--- src/rtl/core/biphase_mark_frame_transmitter_assert.svh ---
// Assertion macros shared by the transmitter RTL.
// Both sample on the rising edge of clk and are off while rst is high.
`ifndef BIPHASE_MARK_FRAME_TRANSMITTER_ASSERT_SVH
`define BIPHASE_MARK_FRAME_TRANSMITTER_ASSERT_SVH

// Same-cycle implication.
`define BMFT_ASSERT_IMP(lbl, ante, cons) \
  lbl: assert property (@(posedge clk) disable iff (rst) (ante) |-> (cons)) \
    else $error("bmft assertion failed");

// Next-cycle implication.
`define BMFT_ASSERT_NXT(lbl, ante, cons) \
  lbl: assert property (@(posedge clk) disable iff (rst) (ante) |=> (cons)) \
    else $error("bmft assertion failed");

`endif

--- src/rtl/core/bmft_pkg.sv ---
package bmft_pkg;

  localparam int unsigned PRE_W     = 6;
  localparam int unsigned CNT_W     = 6;
  localparam int unsigned DATA_BITS = 8;
  localparam int unsigned STOP_SLOTS = 5;

  localparam logic [PRE_W-1:0] PREAMBLE_MIN   = 6'd1;
  localparam logic [PRE_W-1:0] PREAMBLE_MAX   = 6'd40;
  localparam logic [PRE_W-1:0] PREAMBLE_RESET = 6'd16;

  typedef enum logic [1:0] {
    KIND_PREAMBLE = 2'd0,
    KIND_START    = 2'd1,
    KIND_DATA     = 2'd2,
    KIND_STOP     = 2'd3
  } kind_t;

  typedef enum logic [1:0] {
    TOG_NEVER  = 2'd0,
    TOG_ALWAYS = 2'd1,
    TOG_BIT    = 2'd2
  } tog_t;

  typedef struct packed {
    logic  load;     // capture a new item
    logic  emit;     // produce one slot into the output register
    kind_t kind;
    tog_t  tog;
    logic  shift;    // advance to the next data bit
    logic  cnt_clr;  // restart the slot counter for the next phase
    logic  fin;      // final slot of the item
    logic  open;     // frame is open once start bits go out
  } cmd_t;

  typedef struct packed {
    logic             out_free;
    logic             frame_open;
    logic             pre_last;
    logic [CNT_W-1:0] cnt;
  } status_t;

endpackage

--- src/rtl/core/bmft_dp.sv ---
module bmft_dp import bmft_pkg::*; (
  input  logic             clk,
  input  logic             rst,
  input  logic             cfg_wr_en,
  input  logic [PRE_W-1:0] cfg_wr_data,
  input  logic [7:0]       data_byte,
  input  logic             last_byte,
  input  logic             out_ready,
  input  cmd_t             cmd,
  output status_t          status,
  output logic             out_valid,
  output logic             line_level,
  output logic [1:0]       slot_kind,
  output logic             last,
  output logic             frame_end
);

  logic [PRE_W-1:0] preamble_ticks;
  logic [PRE_W-1:0] pre_eff;
  logic [7:0]       byte_reg;
  logic             last_reg;
  logic             carrier;
  logic             frame_open;
  logic [CNT_W-1:0] cnt;
  logic             toggle;
  logic             carrier_next;

  // clamp the register into its legal range
  always_comb begin
    if (preamble_ticks < PREAMBLE_MIN) begin
      pre_eff = PREAMBLE_MIN;
    end else if (preamble_ticks > PREAMBLE_MAX) begin
      pre_eff = PREAMBLE_MAX;
    end else begin
      pre_eff = preamble_ticks;
    end
  end

  always_comb begin
    case (cmd.tog)
      TOG_NEVER:  toggle = 1'b0;
      TOG_ALWAYS: toggle = 1'b1;
      TOG_BIT:    toggle = byte_reg[0];
      default:    toggle = 1'b0;
    endcase
  end

  assign carrier_next = carrier ^ toggle;

  assign status.out_free   = !out_valid || out_ready;
  assign status.frame_open = frame_open;
  assign status.pre_last   = (cnt == (pre_eff - 6'd1));
  assign status.cnt        = cnt;

  always_ff @(posedge clk) begin
    if (rst) begin
      preamble_ticks <= PREAMBLE_RESET;
      carrier        <= 1'b0;
      frame_open     <= 1'b0;
      out_valid      <= 1'b0;
      cnt            <= '0;
    end else begin
      if (cfg_wr_en) begin
        preamble_ticks <= cfg_wr_data;
      end
      if (cmd.load || cmd.cnt_clr) begin
        cnt <= '0;
      end else if (cmd.emit) begin
        cnt <= cnt + 6'd1;
      end
      if (cmd.emit) begin
        carrier   <= carrier_next;
        out_valid <= 1'b1;
        if (cmd.open) begin
          frame_open <= 1'b1;
        end
        if (cmd.fin && last_reg) begin
          frame_open <= 1'b0;
        end
      end else if (out_ready) begin
        out_valid <= 1'b0;
      end
    end
  end

  // payload registers
  always_ff @(posedge clk) begin
    if (cmd.load) begin
      byte_reg <= data_byte;
      last_reg <= last_byte;
    end else if (cmd.emit && cmd.shift) begin
      byte_reg <= {1'b0, byte_reg[7:1]};
    end
    if (cmd.emit) begin
      line_level <= carrier_next;
      slot_kind  <= cmd.kind;
      last       <= cmd.fin;
      frame_end  <= cmd.fin && last_reg;
    end
  end

endmodule

--- src/rtl/core/bmft_ctrl.sv ---
module bmft_ctrl import bmft_pkg::*; (
  input  logic    clk,
  input  logic    rst,
  input  logic    in_valid,
  output logic    in_ready,
  input  status_t status,
  output cmd_t    cmd
);

  localparam logic [CNT_W-1:0] START_LAST = 6'd1;
  localparam logic [CNT_W-1:0] DATA_LAST  = CNT_W'(2 * DATA_BITS - 1);
  localparam logic [CNT_W-1:0] STOP_LAST  = CNT_W'(STOP_SLOTS - 1);

  typedef enum logic [4:0] {
    ST_IDLE     = 5'b00001,
    ST_PREAMBLE = 5'b00010,
    ST_START    = 5'b00100,
    ST_DATA     = 5'b01000,
    ST_STOP     = 5'b10000
  } state_t;

  state_t state;
  state_t state_next;

  assign in_ready = (state == ST_IDLE);

  always_comb begin
    state_next  = state;
    cmd         = '0;
    cmd.kind    = KIND_PREAMBLE;
    cmd.tog     = TOG_NEVER;
    case (state)
      ST_IDLE: begin
        if (in_valid) begin
          cmd.load   = 1'b1;
          state_next = status.frame_open ? ST_START : ST_PREAMBLE;
        end
      end
      ST_PREAMBLE: begin
        cmd.kind = KIND_PREAMBLE;
        cmd.tog  = TOG_ALWAYS;
        if (status.out_free) begin
          cmd.emit = 1'b1;
          if (status.pre_last) begin
            cmd.cnt_clr = 1'b1;
            state_next  = ST_START;
          end
        end
      end
      ST_START: begin
        cmd.kind = KIND_START;
        cmd.open = 1'b1;
        if (status.out_free) begin
          cmd.emit = 1'b1;
          if (status.cnt == START_LAST) begin
            cmd.cnt_clr = 1'b1;
            state_next  = ST_DATA;
          end
        end
      end
      ST_DATA: begin
        // first half always toggles, second half toggles on a one
        cmd.kind  = KIND_DATA;
        cmd.tog   = status.cnt[0] ? TOG_BIT : TOG_ALWAYS;
        cmd.shift = status.cnt[0];
        if (status.out_free) begin
          cmd.emit = 1'b1;
          if (status.cnt == DATA_LAST) begin
            cmd.cnt_clr = 1'b1;
            state_next  = ST_STOP;
          end
        end
      end
      ST_STOP: begin
        cmd.kind = KIND_STOP;
        cmd.tog  = TOG_ALWAYS;
        if (status.out_free) begin
          cmd.emit = 1'b1;
          if (status.cnt == STOP_LAST) begin
            cmd.fin     = 1'b1;
            cmd.cnt_clr = 1'b1;
            state_next  = ST_IDLE;
          end
        end
      end
      default: begin
        state_next = ST_IDLE;
      end
    endcase
  end

  always_ff @(posedge clk) begin
    if (rst) begin
      state <= ST_IDLE;
    end else begin
      state <= state_next;
    end
  end

endmodule

--- src/rtl/core/biphase_mark_frame_transmitter.sv ---
// Channel  | Handshake            | Payload
// ---------+----------------------+-------------------------------------------
// input    | in_valid / in_ready  | data_byte[7:0], last_byte
// output   | out_valid / out_ready| line_level, slot_kind[1:0], last, frame_end
// config   | cfg_wr_en            | cfg_wr_data[5:0] (preamble_ticks)
//
// Each item is one accept followed by 23 slots (start, data and stop), plus 1 to 40
// preamble slots ahead of them when the item opens a frame.
// The slot sequencer emits at most one slot per cycle into the output register.
// Synchronous reset: carrier off, frame closed, preamble_ticks back to 16.
// A stalled output register holds the sequencer in place; the next item is
// taken while the final slot of the previous one still waits in the register.
module biphase_mark_frame_transmitter import bmft_pkg::*; (
  input  logic             clk,
  input  logic             rst,
  input  logic             cfg_wr_en,
  input  logic [PRE_W-1:0] cfg_wr_data,
  input  logic             in_valid,
  output logic             in_ready,
  input  logic [7:0]       data_byte,
  input  logic             last_byte,
  output logic             out_valid,
  input  logic             out_ready,
  output logic             line_level,
  output logic [1:0]       slot_kind,
  output logic             last,
  output logic             frame_end
);

  `include "biphase_mark_frame_transmitter_assert.svh"

  cmd_t    cmd;
  status_t status;

  // Sequencer: walks preamble, start, data and stop phases slot by slot.
  bmft_ctrl u_ctrl (
    .clk      (clk),
    .rst      (rst),
    .in_valid (in_valid),
    .in_ready (in_ready),
    .status   (status),
    .cmd      (cmd)
  );

  // Datapath: carrier level, frame state, byte shifter, slot counter and
  // the output register.
  bmft_dp u_dp (
    .clk         (clk),
    .rst         (rst),
    .cfg_wr_en   (cfg_wr_en),
    .cfg_wr_data (cfg_wr_data),
    .data_byte   (data_byte),
    .last_byte   (last_byte),
    .out_ready   (out_ready),
    .cmd         (cmd),
    .status      (status),
    .out_valid   (out_valid),
    .line_level  (line_level),
    .slot_kind   (slot_kind),
    .last        (last),
    .frame_end   (frame_end)
  );

  // An accepted item keeps the sequencer busy on the next cycle.
  `BMFT_ASSERT_NXT(a_busy_after_accept, in_valid && in_ready, !in_ready)
  // A frame only ends on the final slot of an item.
  `BMFT_ASSERT_IMP(a_frame_end_on_last, out_valid && frame_end, last)
  // The final slot of an item is always a stop slot.
  `BMFT_ASSERT_IMP(a_last_is_stop, out_valid && last, slot_kind == KIND_STOP)
  // The sequencer never writes a slot over one that is still waiting.
  `BMFT_ASSERT_IMP(a_no_overwrite, cmd.emit, !out_valid || out_ready)

endmodule
--- config.mk ---
export PLATFORM = sky130hd
export DESIGN_NAME = biphase_mark_frame_transmitter
export DESIGN_NICKNAME = d
export VERILOG_FILES = /design/src/rtl/core/bmft_pkg.sv /design/src/rtl/core/bmft_dp.sv /design/src/rtl/core/bmft_ctrl.sv /design/src/rtl/core/biphase_mark_frame_transmitter.sv
export VERILOG_INCLUDE_DIRS = /design/src /design/src/rtl/core
export SDC_FILE = /design/constraint.sdc
export NUM_CORES = 1
export LEC_CHECK = 0
export BUFFER_PORTS_ARGS = -buffer_cell sky130_fd_sc_hd__buf_2
export CAP_MARGIN = 20
export CORE_MARGIN = 10
export CORE_UTILIZATION = 51
export CTS_CLUSTER_DIAMETER = 80
export DETAILED_ROUTE_END_ITERATION = 8
export PLACE_DENSITY = 0.85
export SYNTH_ARGS = -nofsm -noshare
export SYNTH_HDL_FRONTEND = slang
export SYNTH_HIERARCHICAL = 1
export SYNTH_SLANG_ARGS = --single-unit
--- constraint.sdc ---
create_clock -name clk -period 3.5 [get_ports clk]
set_clock_uncertainty 0.15 [all_clocks]
set_input_delay 0.35 -clock clk [delete_from_list [all_inputs] [get_ports clk]]
set_output_delay 0.35 -clock clk [all_outputs]
set_load 0.01 [all_outputs]
# After elaboration in Yosys (flattened, before gate mapping)
# Cells that the tools add are included.
[totals] ff_bits=34 latch_bits=0 ramBits=0 rom_bits=0 inputBits=20 out_inout_bits=7 word_cells=87 n_memories=0
[classes] n_addsub=2 multipliers=0 n_div=0 order_cmp=2 eq_ne=20 shifts=0 n_mux=38 n_bitwise=1 reduce_logical=12
[ops] operator="2-to-1 mux 5 bit" n=9
[ops] operator="one-hot mux 5 bit (5 select lines)" n=1
[ops] operator="2-to-1 mux 1 bit" n=16
[ops] operator="2-to-1 mux 8 bit" n=2
[ops] operator="2-to-1 mux 6 bit" n=2
[ops] operator="!= test 2 bit, second input constant" n=6
[ops] operator="one-hot mux 3 bit (4 select lines)" n=1
[ops] operator="AND reduction 9 bit" n=1
[ops] operator="adder 6 x 1 -> 6 bit, second input constant" n=1
[ops] operator="equality test 6 x 1 -> 1 bit, second input constant" n=1
[ops] operator="equality test 6 x 3 -> 1 bit, second input constant" n=1
[ops] operator="equality test 6 x 4 -> 1 bit, second input constant" n=1
[ops] operator="equality test 6 bit" n=1
[ops] operator="> comparator 6 bit, second input constant" n=1
[ops] operator="less-than comparator 6 x 1 -> 1 bit, second input constant" n=1
[ops] operator="2-to-1 mux 2 bit" n=3
[ops] operator="!= test 2 x 1 -> 1 bit, second input constant" n=3
[ops] operator="nonzero test 2 bit" n=3
[ops] operator="subtractor 6 x 1 -> 6 bit, second input constant" n=1
[ops] operator="equality test 5 x 1 -> 1 bit, second input constant" n=1
[ops] operator="equality test 5 x 2 -> 1 bit, second input constant" n=1
[ops] operator="equality test 5 x 3 -> 1 bit, second input constant" n=1
[ops] operator="equality test 5 x 4 -> 1 bit, second input constant" n=1
[ops] operator="equality test 5 bit, second input constant" n=1
[ops] operator="12 further kinds" n=15

# Longest topological paths before layout
# Gate-level depths: netlist of run 1.
[logic_depth] word_depth=10 depth_mapped=15 mapped_depth_nobuf=14

# By module
# Netlist of run 1, hierarchy kept.
[by_module_without_submodules] module="bmft_dp" instances=1 cells_per_inst=126 area_per_inst_um2=1376.3 seq_area_each_um2=720.7
[by_module_without_submodules] module="bmft_ctrl" instances=1 cells_per_inst=73 area_per_inst_um2=521.8 seq_area_each_um2=100.1

# Worst setup path after synthesis of run 1
# OpenSTA, ideal clock, no wires.
[synth_timing] kind="register -> register" start="register u_dp.preamble_ticks[1]" end="register u_ctrl.state[1]" setup_ps=70 arrival_time_ps=3242 required_ps=3280 setup_slack_ps=38 stages_incl_launch_ff=15 path_buffers=0 path_cell_list="dfxtp_1 > or4_1 > nor2_1 > a21oi_1 > ha_1 > or3b_4 > mux2_4 > nand2_2 > o2111ai_2 > nor4_2 > nor3b_1 > o21ai_0 > o221ai_2 > or4_1 > a21oi_1"
[synth_rtl] item="from (decl)" line_no="bmft_dp.sv:18" rtl="logic [PRE_W-1:0] preamble_ticks;"
[synth_rtl] item="from (signal assigned)" line_no="bmft_dp.sv:64" rtl="preamble_ticks <= cfg_wr_data;"
[synth_rtl] item="to (signal assigned)" line_no="bmft_ctrl.sv:96" rtl="state <= state_next;"
[synth_rtl] item="to (decl)" line_no="bmft_ctrl.sv:22" rtl="state_t state;"

==> flow_summary.toml, run 1 <==
[timing]
setup_viol = 1
fmax_mhz = 283
rsz0062_at_grt = "yes"
setup_slack_ns = -0.0284
hold-worst-slack_ns = 0.0822
slew_headroom_pct = 44.4
period_needed_ns = 3.53
worst_pin_slew_ns = 0.831
finalHoldViolations = 0
fin_crit_sh_pct = 101
timing.final.max_slew_violations = 0

[place]
dp_hpwl_microns = 2920
postPlaceCellArea_sq_mm = 0.00213
portBuffers = 26
globalplace.congestion = 0.894
dp_cells = 275

[pwr]
ir_drop_mv = 0.358
combinationalPowerShare_pct = 31.1
p_leak_nw = 0.875
p_clk_share_pct = 22.7
switchingPower_uw = 378
internal_power_uw = 802
p_seq_share_pct = 46.3
finalPower_mw = 1.18
powerDensity_mw_per_mm2 = 528
swShare_pct = 32.0

[detailed_routing]
routedWlPerCell_microns = 14.1
viasPerCell = 5.54
wirelength_microns = 4000
drc_errors = 0
ant_nets = 0
firstDrtPassIters = 4
initialDrtViolationCount = 123
vias = 1569

[logic_synthesis]
synthAdderAreaFrac_pct = 2.64
synthXorXnorAreaFrac_pct = 5.08
yosysUniqueCellTypes = 48
synth_simple_gate_area_share_pct = 20.8
synth-main-ff-cell = "dfxtp_1"
yosysSeqAreaShare_pct = 43.2
ys_ff_latch = 34
synth_cells = 199
yosysWarnings = 6
syn_nets = 223
synth-edff-count = 14
netlist_top_cells_area = "edfxtp_1 22%, dfxtp_1 21%, nor2_1 4.5%, mux2_2 4.2%, mux2i_1 3.7%"
mappedNetlistArea_sq_mm = 0.00190
synth_top_family_by_area = "simple AND/OR/NAND/NOR gates"
synth.area.mux_share_pct = 8.64
postSynthAreaPerCell_sq_um = 9.54
yosys-top-cells-count = "23 x nor2_1, 20 x dfxtp_1, 14 x edfxtp_1"
async_reset_ff_share_pct = 0
netlist.area_leader.share_pct = 22.1
yosys.area.top_type = "edfxtp_1"
synth_compound_area_share_pct = 15.2
yosysMostFrequentCell = "nor2_1"

[finish]
syn_to_final_growth_pct = 17.8
utilization_pct = 61.5
layout.nets = 259
fillers = 315
largest_reg_flops = 8
post_layout_nonfiller_instances = 283
antenna_cells = 0
design_area_sq_mm = 0.00224
layout-drive-gt1-share_pct = 28.5

[clocking]
cts_tree = "built"
cts_made_buffers = 5
cts_num_sinks = 34
cts_max_level = 2
hold_buffers = 0
clkTransAtPathRegs_ns = 0.07
cts_root_buffer = "clkbuf_8"
clk_path_buf_depth = 2
worstSkewPairLatency_ns = 0.29

[min_path]
min_path_cells = 1
whs_endpoint = "u_dp/last_reg"
min_from = "last_byte"
hp-class = "input pin to register"

[outcome]
status = "complete, but fails checks"
failed_checks = "setup timing"

[critical_path]
cp_max_fo = 5
end_kind = "register"
reg2reg_from = "u_dp/preamble_ticks[2]"
worstPathArrival_ns = 3.60
max_stage_delay_ns = 0.57
r2r_cells = 14
reg2reg_slack_ns = -0.03
path_cells = "or4_4 > nor2_4 > a21oi_1 > ha_2 > or3b_4 > mux2_4 > nand2_2 > o2111ai_2 > nor4_2 > nor3b_1 > o21ai_1 > o221ai_2 > or4_4 > a21oi_2"
worst-setup-path-type = "register to register"
slowest_stage = "or4_4"
crit_top_cell = "or4_4"
cp-start-kind = "register"
cp.required_ns = 3.58
reg2reg_to = "u_ctrl/state[1]"
critPathTopFamily = "simple AND/OR/NAND/NOR gates"
path_buf_inv = 0

[grt]
grt_pass1_wl_microns = 6650
grt_pass1_vias = 1569
antenna_found_initial = 0
grt_start_max_net_pins = 17
grt-ovfl-total = 0
grt_usage_pct = 12.7

[die]
io_pins = 27
rows = 22
core_area_sq_mm = 0.00363
dieArea_sq_mm = 0.00656
die_y_microns = 81.0
initial_utilization_pct = 52.2
fp.dieW_microns = 81.0

[job]
drv_cap = 0
-- how the worst max path moves through the flow --
stage | end | start | slack [ns] | cells past startpoint
3_5_place_dp | u_ctrl/state[1] | u_dp/preamble_ticks[1] | -0.09 | 14
5_1_grt | u_ctrl/state[1] | u_dp/preamble_ticks[2] | -0.22 | 14
2_1_floorplan | u_ctrl/state[1] | u_dp/preamble_ticks[1] | 0.04 | 14
6_report | u_ctrl/state[1] | u_dp/preamble_ticks[2] | -0.03 | 14
3_3_place_gp | u_ctrl/state[1] | u_dp/preamble_ticks[1] | 0.02 | 14
4_1_cts | u_ctrl/state[1] | u_dp/preamble_ticks[1] | 0.02 | 14
-- timing repair --
item                                    CTS  global route
resized for setup                         2             6
setup buffers                             0             1
pin swaps                                 2             8
endpoints found under the setup margin    2             4
gates cloned                              0             0
-- per-stage QoR --
step | TNS, ns | setup slack, ns
floorplan | 0 | 0.0379
global placement | 0 | 0.0217
detailed placement | -0.113 | -0.0934
CTS | 0 | 0.0151
global route | -0.443 | -0.216
finish | -0.0284 | -0.0284
-- layout make-up --
| type | instances | area [sq um] | share of cell area (%) |
|---|---|---|---|
| clock inverter | 2 | 10.0 | 0.448 |
| sequential | 34 | 821 | 36.7 |
| clock buffer | 5 | 68.8 | 3.08 |
| inverter | 13 | 48.8 | 2.18 |
| timing repair buffer | 37 | 213 | 9.51 |
| multi-input combinational | 144 | 1010 | 45.4 |
| tap | 48 | 60.1 | 2.69 |
-- worst reg2reg max path: stages (launching register included) --
cell and delay, ns:
dfxtp_1 0.31, or4_4 0.57, nor2_4 0.14, a21oi_1 0.07, ha_2 0.20, or3b_4 0.24, mux2_4 0.30, nand2_2 0.07
o2111ai_2 0.10, nor4_2 0.32, nor3b_1 0.09, o21ai_1 0.19, o221ai_2 0.15, or4_4 0.44, a21oi_2 0.12
-- placed cells by master (no fill, tap or decap), types with 2 or more instances in the layout --
master	count
o31ai_1	2
ha_1	3
nor3_1	6
nor2_1	22
o21ai_1	2
xor2_1	6
clkinv_2	2
nor3b_1	3
buf_2	26
o21ai_0	8
dfxtp_1	20
inv_1	12
nor4_1	2
clkbuf_8	5
nand2_1	12
or3_1	3
nand2b_1	5
mux2_2	7
nand3_1	2
nor2b_1	3
buf_4	11
and2_1	2
edfxtp_1	14
xnor2_1	5
a21oi_1	12
mux2i_1	7
or4_4	3
nand4_1	4
-- logic make-up (layout without fill, tap and decap cells) --
logic type                 after synthesis  after routing
AOI/OAI and AO/OA                       40             40
xor gates and xnor gates                11             11
adders and majority gates                4              4
buffers and inverters                   21             57
DFF                                     34             34
muxes                                   15             15
and+or+nand+nor                         74             74
-- per-layer routing --
layer	vias up	track usage, %	wire length, microns
met1	730	13.5	1620
met5	-	0	0
met2	45	21.4	2010
met3	12	3.20	242
li1	782	-	-
met4	0	9.00	128
-- power groups by stage --
stage          sequential (mW)  combinational, mW  clock [mW]
6_report                 0.546              0.367       0.267
5_1_grt                  0.553              0.407       0.295
4_1_cts                  0.544              0.351       0.279
3_5_place_dp             0.552              0.348           0
3_3_place_gp             0.550              0.337           0
2_1_floorplan            0.537              0.267           0
Note: power is estimated with default switching activity, not from simulation.
==> inputs of run 2 (changes only) <==
- CORE_ASPECT_RATIO: unset -> 1.5
==> run 2 against run 1 <==
Effect of this change:
- the run now ends clean
- die area is 0.77% higher
- cell count stayed put
- critical path depth stayed put
- combinational power is 6.3% higher
- power is 8.7% higher
- worst setup slack better by 0.042 ns
- sequential power hardly changed
- hold slack better by 0.010 ns
- critical endpoint unchanged
- largest cell class unchanged
- highest routed layer unchanged
==> flow_summary.toml, run 2 (same netlist as run 1, synthesis figures left out) <==
[detailed_routing]
drc_errors = 0
viasPerCell = 5.79
routedWlPerCell_microns = 15.4
vias = 1639
initialDrtViolationCount = 71
firstDrtPassIters = 6
ant_nets = 0
wirelength_microns = 4370

[clocking]
cts_tree = "built"
cts_root_buffer = "clkbuf_8"
clk_path_buf_depth = 2
cts_num_sinks = 34
cts_max_level = 2
cts_made_buffers = 5
worstSkewPairLatency_ns = 0.29
clkTransAtPathRegs_ns = 0.07

[critical_path]
r2r_cells = 14
reg2reg_from = "u_dp/preamble_ticks[1]"
cp-start-kind = "register"
worst-setup-path-type = "register to register"
reg2reg_to = "u_ctrl/state[1]"
crit_top_cell = "a21oi_2"
cp_max_fo = 3
slowest_stage = "or4_4"
crit_start = "u_dp/preamble_ticks[1]"
cp.required_ns = 3.56
critPathCapture = "u_ctrl/state[1]"
worstPathArrival_ns = 3.55
end_kind = "register"
max_stage_delay_ns = 0.55
reg2reg_slack_ns = 0.01
path_cells = "or4_4 > nor2_4 > a21oi_2 > ha_2 > or3b_4 > mux2_4 > nand2_2 > o2111ai_2 > nor4_2 > nor3b_1 > o21ai_1 > o221ai_2 > or4_1 > a21oi_2"

[finish]
utilization_pct = 62.7
largest_reg_flops = 8
final_cell_mix = "26 x buf_2, 22 x nor2_1, 20 x dfxtp_1"
layout-drive-gt1-share_pct = 29.2
layout.nets = 263
layout_commonest_cell = "buf_2"
design_area_sq_mm = 0.00229
syn_to_final_growth_pct = 20.5
antenna_cells = 0

[pwr]
p_seq_share_pct = 42.4
ir_drop_mv = 0.407
p_leak_nw = 0.905
combinationalPowerShare_pct = 30.4
p_clk_share_pct = 27.1
finalPower_mw = 1.28
powerDensity_mw_per_mm2 = 561
swShare_pct = 30.4
switchingPower_uw = 390
internal_power_uw = 893

[grt]
antenna_found_initial = 0
grt_start_max_net_pins = 17
grt_usage_pct = 12.9
grt_pass1_wl_microns = 7170
grt_pass1_vias = 1613
grtUsageMet3_pct = 3.67
globalRoute.busiestLayer = "met2"
use_met1_pct = 11.8
grtUsageMet2_pct = 24.5
grt-ovfl-total = 0

[timing]
finalHoldViolations = 0
setup_viol = 0
fmax_mhz = 287
fin_crit_sh_pct = 99.6
timing.final.max_slew_violations = 0
slew_headroom_pct = 40.9
worst_pin_slew_ns = 0.883
period_needed_ns = 3.49
rsz0062_at_grt = "yes"

[place]
globalplace.congestion = 0.875
portBuffers = 26
dp_hpwl_microns = 3230
postPlaceCellArea_sq_mm = 0.00212

[job]
drv_cap = 0

[die]
io_pins = 27
dieArea_sq_mm = 0.00661
initial_utilization_pct = 52.0
core_area_sq_mm = 0.00365
fp.dieW_microns = 69.8
rows = 27
die_y_microns = 94.7

[outcome]
status = "completed"

[min_path]
hp-class = "input pin to register"
[run 2: cell type report]
| cell class | instances | area [sq um] |
|---|---|---|
| Clock buffer | 6 | 72.6 |
| Tap cell | 43 | 53.8 |
| Inverter | 13 | 48.8 |
| Clock inverter | 2 | 33.8 |
| Timing Repair Buffer | 41 | 243 |
| Fill cell | 306 | 1360 |
| Multi-Input combinational cell | 144 | 1010 |
| Sequential cell | 34 | 821 |
[run 2: layer usage]
metal  up-vias  share of wire (%)
met5         -                  0
met4         0                3.5
met3        14                5.1
met2        51                 56
met1       775                 36
li1        799                  -
[run 2: worst min path at each step]
stage	cells after the start	startpoint	slack [ns]	end
2_1_floorplan	1	rst	0.27	u_ctrl/state[1]
3_3_place_gp	2	u_dp/carrier	0.36	u_dp/carrier
3_5_place_dp	1	last_byte	0.39	u_dp/last_reg
4_1_cts	1	last_byte	0.09	u_dp/last_reg
5_1_grt	1	last_byte	0.08	u_dp/last_reg
6_report	1	last_byte	0.09	u_dp/last_reg
[run 2: through the flow]
step	setup WS [ns]	std cells	setup TNS, ns	hold WS, ns
CTS	0.00846	282	0	0.0870
finish	0.0136	283	0	0.0925
detailed placement	-0.151	270	-0.183	0.388
global route	-0.194	283	-0.954	0.0826
global placement	0.0410	270	0	0.361
floorplan	0.0379	199	0	0.269
[run 2: what timing repair did]
item,CTS,global route
endpoints found under the setup margin,4,10
pin swaps,2,4
resized for setup,3,5
endpoints found under the hold margin,0,0
buffers inserted,4,1
hold buffers,0,0
[run 2: power groups by stage]
stage / Combinational [mW] / Clock, mW / Sequential (mW)
3_3_place_gp: 0.345 / 0 / 0.549
6_report: 0.390 / 0.348 / 0.544
4_1_cts: 0.385 / 0.357 / 0.543
3_5_place_dp: 0.360 / 0 / 0.553
2_1_floorplan: 0.267 / 0 / 0.537
5_1_grt: 0.428 / 0.372 / 0.554
[run 2: critical path: cells and delay by family, from the launching register on]
kind | cells | cell delay [ns]
adders and majority gates | 1 | 0.20
AOI/OAI and AO/OA | 5 | 0.63
DFF | 1 | 0.31
and+or+nand+nor | 7 | 1.82
muxes | 1 | 0.30
